### config.mk
export PLATFORM = sky130hd
export DESIGN_NAME = hndm_ctrl
export DESIGN_NICKNAME = d
export VERILOG_FILES = /design/src/hndm_pkg.sv /design/src/hndm_ctrl.sv
export SDC_FILE = /design/constraint.sdc
export NUM_CORES = 1
export LEC_CHECK = 0
export BUFFER_PORTS_ARGS = -buffer_cell sky130_fd_sc_hd__buf_2
export CAP_MARGIN = 40
export CORE_AREA = 2 2 39 41
export CTS_CLUSTER_DIAMETER = 200
export CTS_CLUSTER_SIZE = 16
export DETAILED_ROUTE_END_ITERATION = 8
export DIE_AREA = 0 0 41 43
export SKIP_LAST_GASP = 1
export SYNTH_ARGS = -nofsm -noshare
export SYNTH_HDL_FRONTEND = slang
export SYNTH_SLANG_ARGS = --single-unit
### constraint.sdc
create_clock -name clock -period 1.1 [get_ports clock]
set_clock_uncertainty 0.1 [all_clocks]
set_input_delay 0.22 -clock clock [delete_from_list [all_inputs] [get_ports clock]]
set_output_delay 0.22 -clock clock [all_outputs]
set_load 0.1 [all_outputs]
### src/hndm_pkg.sv
// Shared constants, codes and controller/datapath types for the Hamming
// nearest descriptor matcher. No dependencies.
`timescale 1ns / 1ps

package hndm_pkg;

   localparam int DESC_WORDS_DEF = 8;
   localparam int MAX_REFS_DEF   = 1024;

   localparam int OPCODE_W = 2;
   localparam int WI_W     = 3;
   localparam int WORD_W   = 64;
   localparam int STATUS_W = 2;
   localparam int IDX_W    = 10;
   localparam int DIST_W   = 10;
   localparam int POP_W    = 7;

   localparam logic [OPCODE_W-1:0] OP_CLEAR = 2'd0;
   localparam logic [OPCODE_W-1:0] OP_REF   = 2'd1;
   localparam logic [OPCODE_W-1:0] OP_QUERY = 2'd2;

   localparam logic [STATUS_W-1:0] ST_MATCH = 2'd0;
   localparam logic [STATUS_W-1:0] ST_EMPTY = 2'd1;
   localparam logic [STATUS_W-1:0] ST_FULL  = 2'd2;

   typedef struct packed {
      logic                store_clear;
      logic                ref_write;
      logic                count_incr;
      logic                query_write;
      logic                scan_start;
      logic                scan_step;
      logic                load_status;
      logic [STATUS_W-1:0] status;
      logic                load_match;
   } dp_cmd_type;

   typedef struct packed {
      logic count_zero;
      logic count_full;
      logic scan_last;
      logic pipe_busy;
      logic rsp_pending;
   } dp_stat_type;

   // popcount as a small adder tree: nibbles, groups of four, then total
   function automatic logic [POP_W-1:0] pop64(input logic [WORD_W-1:0] x);
      logic [2:0] nib [16];
      logic [4:0] grp [4];
      logic [POP_W-1:0] sum;
      for (int i = 0; i < 16; i++) begin
         nib[i] = 3'(x[4*i]) + 3'(x[4*i+1]) + 3'(x[4*i+2]) + 3'(x[4*i+3]);
      end
      for (int g = 0; g < 4; g++) begin
         grp[g] = 5'(nib[4*g]) + 5'(nib[4*g+1]) + 5'(nib[4*g+2]) + 5'(nib[4*g+3]);
      end
      sum = POP_W'(grp[0]) + POP_W'(grp[1]) + POP_W'(grp[2]) + POP_W'(grp[3]);
      return sum;
   endfunction

endpackage

### src/hndm_ctrl.sv
// Controller: decodes request words and sequences the reference scan.
// Depends on hndm_pkg; drives the datapath through dp_cmd_type.
`timescale 1ns / 1ps

module hndm_ctrl #(
   parameter int DESC_WORDS = hndm_pkg::DESC_WORDS_DEF
) (
   input  logic                          clock,
   input  logic                          reset,
   input  logic                          req_valid,
   input  logic [hndm_pkg::OPCODE_W-1:0] req_opcode,
   input  logic [hndm_pkg::WI_W-1:0]     req_word_index,
   output logic                          req_ready,
   input  logic                          rsp_ready,
   input  hndm_pkg::dp_stat_type         stat,
   output hndm_pkg::dp_cmd_type          cmd
);
   import hndm_pkg::*;

   typedef enum logic [1:0] {S_IDLE, S_SCAN, S_DRAIN} state_type;

   state_type  state_ff, state_in;
   logic       fire, wi_ok, last;

   assign req_ready = (state_ff == S_IDLE) && (!stat.rsp_pending || rsp_ready);
   assign fire      = req_valid && req_ready;
   assign wi_ok     = {1'b0, req_word_index} < (WI_W + 1)'(DESC_WORDS);
   assign last      = req_word_index == WI_W'(DESC_WORDS - 1);

   always_comb begin
      cmd      = '0;
      state_in = state_ff;
      unique case (state_ff)
         S_IDLE: begin
            if (fire) begin
               unique case (req_opcode)
                  OP_CLEAR: begin
                     cmd.store_clear = 1'b1;
                  end
                  OP_REF: begin
                     if (wi_ok) begin
                        if (!stat.count_full) begin
                           cmd.ref_write  = 1'b1;
                           cmd.count_incr = last;
                        end else if (last) begin
                           cmd.load_status = 1'b1;
                           cmd.status      = ST_FULL;
                        end
                     end
                  end
                  OP_QUERY: begin
                     if (wi_ok) begin
                        cmd.query_write = 1'b1;
                        if (last) begin
                           if (stat.count_zero) begin
                              cmd.load_status = 1'b1;
                              cmd.status      = ST_EMPTY;
                           end else begin
                              cmd.scan_start = 1'b1;
                              state_in       = S_SCAN;
                           end
                        end
                     end
                  end
                  default: ;
               endcase
            end
         end
         S_SCAN: begin
            cmd.scan_step = 1'b1;
            if (stat.scan_last) begin
               state_in = S_DRAIN;
            end
         end
         S_DRAIN: begin
            if (!stat.pipe_busy) begin
               cmd.load_match = 1'b1;
               state_in       = S_IDLE;
            end
         end
         default: state_in = S_IDLE;
      endcase
   end

   always_ff @(posedge clock) begin
      if (reset) begin
         state_ff <= S_IDLE;
      end else begin
         state_ff <= state_in;
      end
   end

endmodule

==> summary.md <==
| Metric | Value |
|---|---|
| Status | finished with violations |
| Failing checks | setup timing |
| FF-to-FF Start | state_ff[1]$_SDFFE_PP0P_ |
| Register-to-register setup slack | -0.10 ns |
| DR DRC count | 0 |
| CP Data Required Time | 0.78 ns |
| PwrDens | 516 nW/um^2 |
| Setup Viol. Count Final | 12 |
| H-Tree Depth | 1 |
| P_leak | 0.360 nW |
| Max-Cap Viols | 0 |
| Regs by FF count | state_ff x2 |
| Cts hold-fix bufs | 0 |
| WL final | approximately 1000 um |
| GRT Total Usage | 0.134 |
| Nets | 96 |
| Largest Register | state_ff |
| Port Buf Inserts | 24 |
| Antenna violations before repair | 0 |
| Setup crit start | state_ff[1]$_SDFFE_PP0P_ |
| Clk root buf | clkbuf_4 |
| VDD IR max | 0.000453 V |
| R2R cell count | 5 |
| Utilization after layout | 0.595 |
| Vias | 396 |
| Cell accounting for the most synthesized area | dfxtp_1 |
| YS warnings | 0 |
| Die footprint | 1760 um^2 |
| Post-synthesis register bit count | 2 |
| Clock Latency Late Sink | 0.22 ns |
| Critical path peak fanout | 4 |
| Post-route setup TNS | -5.10 ns |
| Sequential power share | 0.173 |
| Switching share of total power | 0.343 |
| Sw power | approximately 0.00015 W |
| Power, Total | 0.000425 W |
| Number of flops mapped to enable cells by yosys | 0 |
| Asr flop ratio synth | 0 |
| Dpl hpwl | 796 um |
| Sequential area share after synthesis | 0.147 |
| Initial Util | 0.196 |
| Final min period | 1.64 ns |
| Synth cell types | 19 |
| CTS Buf Count | 3 |
| Std-Cell Core Area | roughly 1400 um^2 |
| FP Rows | 14 |
| Layout cells sized above 1 | 0.805 |
| Mean post-synth cell area | 7.76 um^2 |
| DR WL/cell | ~11 um |
| Worst hold path class | input port to register |
| Post-route ant nets | 0 |
| Post-synth top cells | nand2_1 (6), nor2_1 (6), ha_1 (3), inv_1 (3) |
| DRT iter0 DRCs | 3 |
| Drt pass-1 iters | 2 |
| Clock share of power | 0.371 |
| Synth Net Count | 52 |
| Vias per cell | 4.26 |
| Slew Viols, Final | 0 |
| Max reg flops | 2 |
| Slew @ Worst Pin | 0.259 ns |
| Die X | slightly above 40 um |
| Top post-synthesis cells by area | dfxtp_1 (15%), ha_1 (14%), nand2_1 (8.3%) |
| Crit Path Class | register to primary output |
| # diodes | 0 |
| CTS tree | done |
| Slew headroom | 0.827 |
| Pin count of the biggest net entering global routing | 5 |
| CTS clk-pin slew, worst paths | 0.03 ns |
| Chip Height | 43 um |
| Boundary Pins | 25 |
| Synth Cell Area | 272 um^2 |
| Power Internal | around 0.00028 W |
| Hold_sp | reset |
| CP startpoint kind | register |
| Unrepaired setup endpoints after global routing | yes |
| Post-Place Cells | 85 |
| Hold path depth | 2 |
| Synth Flop Type | dfxtp_1 |
| CP Capture Type | primary output |
| Hold Fails Final Rpt | 0 |
| Gate count of the mapped netlist | 35 |
| First-pass GRT wire length | 1.60 mm |
| Max Fclk | 608 MHz |
| Post-synth top area share | 0.147 |
| Vias in the first global route | ~380 |
| CTS max path bufs | 2 |
| Layout area overhead | 203% |
| Layout Cells excl Fill | 93 |
| Sink Count | 2 |
| GPL Wtd Cong | 0.709 |
| Tcrit/Tclk final | 1.49 |
| Hold EP | state_ff[1]$_SDFFE_PP0P_ |
| Crit path arrival time | 1.32 ns |
| Gr ovfl total | 0 |
| Comb power frac | 0.456 |
| Setup ws final | -0.543 ns |
| Worst R2R End | state_ff[0]$_SDFFE_PP0P_ |
-- layout by cell type (no fill, tap or decap) --
cell / Yosys / final
buf_2: 0 / 13
nor2_4: 1 / 4
buf_12: 0 / 11
nor2b_4: 0 / 1
and4_4: 1 / 1
a2bb2oi_2: 0 / 1
nand4_4: 0 / 1
buf_4: 0 / 11
o21ai_1: 1 / 1
ha_1: 3 / 2
clkbuf_4: 0 / 3
buf_6: 0 / 4
nor3b_4: 0 / 2
nand2_1: 6 / 5
and2_4: 1 / 1
nand2_2: 0 / 1
and3_4: 0 / 2
ha_2: 0 / 1
nand3_4: 0 / 1
inv_1: 3 / 3
nor2_1: 6 / 3
dfxtp_2: 0 / 2
a211oi_4: 0 / 1
nand2b_1: 1 / 1
and4b_4: 0 / 1
-- power groups by stage --
stage	clock network, W	registers [W]	logic, W
floorplan	0	0.0000745	0.0000929
global placement	0	0.0000744	0.000177
detailed placement	0	0.0000744	0.000180
CTS	0.000169	0.0000735	0.000192
global route	0.000180	0.0000735	0.000206
finish	0.000158	0.0000736	0.000194
-- cells by family after synthesis --
kind of cell | share of synthesized area
fa+ha+maj | 0.138
flops | 0.147
buf+inv | 0.0415
compound gates | 0.0968
simple gates | 0.576
-- through the flow --
stage / area (um^2) / worst slack [ns] / hold WS [ns]
6_report: 823 / -0.543 / 0.0911
5_1_grt: 823 / -0.595 / 0.0887
4_1_cts: 817 / -0.518 / 0.0795
3_5_place_dp: 708 / -0.448 / 0.312
3_3_place_gp: 708 / -0.400 / 0.313
2_1_floorplan: 328 / -0.693 / 0.185
-- worst max-delay path: stages, from the launching register on --
cell and delay [ns]:
dfxtp_2 0.32, nor2_4 0.16, and2_4 0.19, and4b_4 0.25, buf_12 0.17
-- worst max path at each step --
| stage | endpoint | cells after the start |
|---|---|---|
| finish | cmd[8] | 4 |
| global route | cmd[8] | 4 |
| CTS | cmd[8] | 4 |
| global placement | cmd[3] | 6 |
| detailed placement | cmd[3] | 6 |
| floorplan | cmd[7] | 3 |
-- metal layers --
metal | vias to the layer above | GRT usage | share of wire | wire [um]
met1 | 171 | 0.163 | 0.40 | 397
li1 | 210 | - | - | -
met4 | 0 | 0.0600 | 0 | 0
met2 | 15 | 0.203 | 0.53 | 525
met5 | - | 0 | 0 | 0
met3 | 0 | 0.0471 | 0.076 | 76
-- area by class of cell --
cell class	count	area, um^2
Fill cell	114	561
Timing Repair Buffer	39	413
Multi-Input combinational cell	30	314
Sequential cell	2	42.5
Clock buffer	3	22.5
Tap cell	16	20.0
Inverter	3	11.3
-- repair_timing --
action | 4_1_cts | 5_1_grt
cloned | 0 | 0
resized for setup | 10 | 4
setup endpoints to repair | 13 | 13
setup buffers | 7 | 2
pin swaps | 9 | 6
Note: power is estimated with default switching activity, not from simulation.
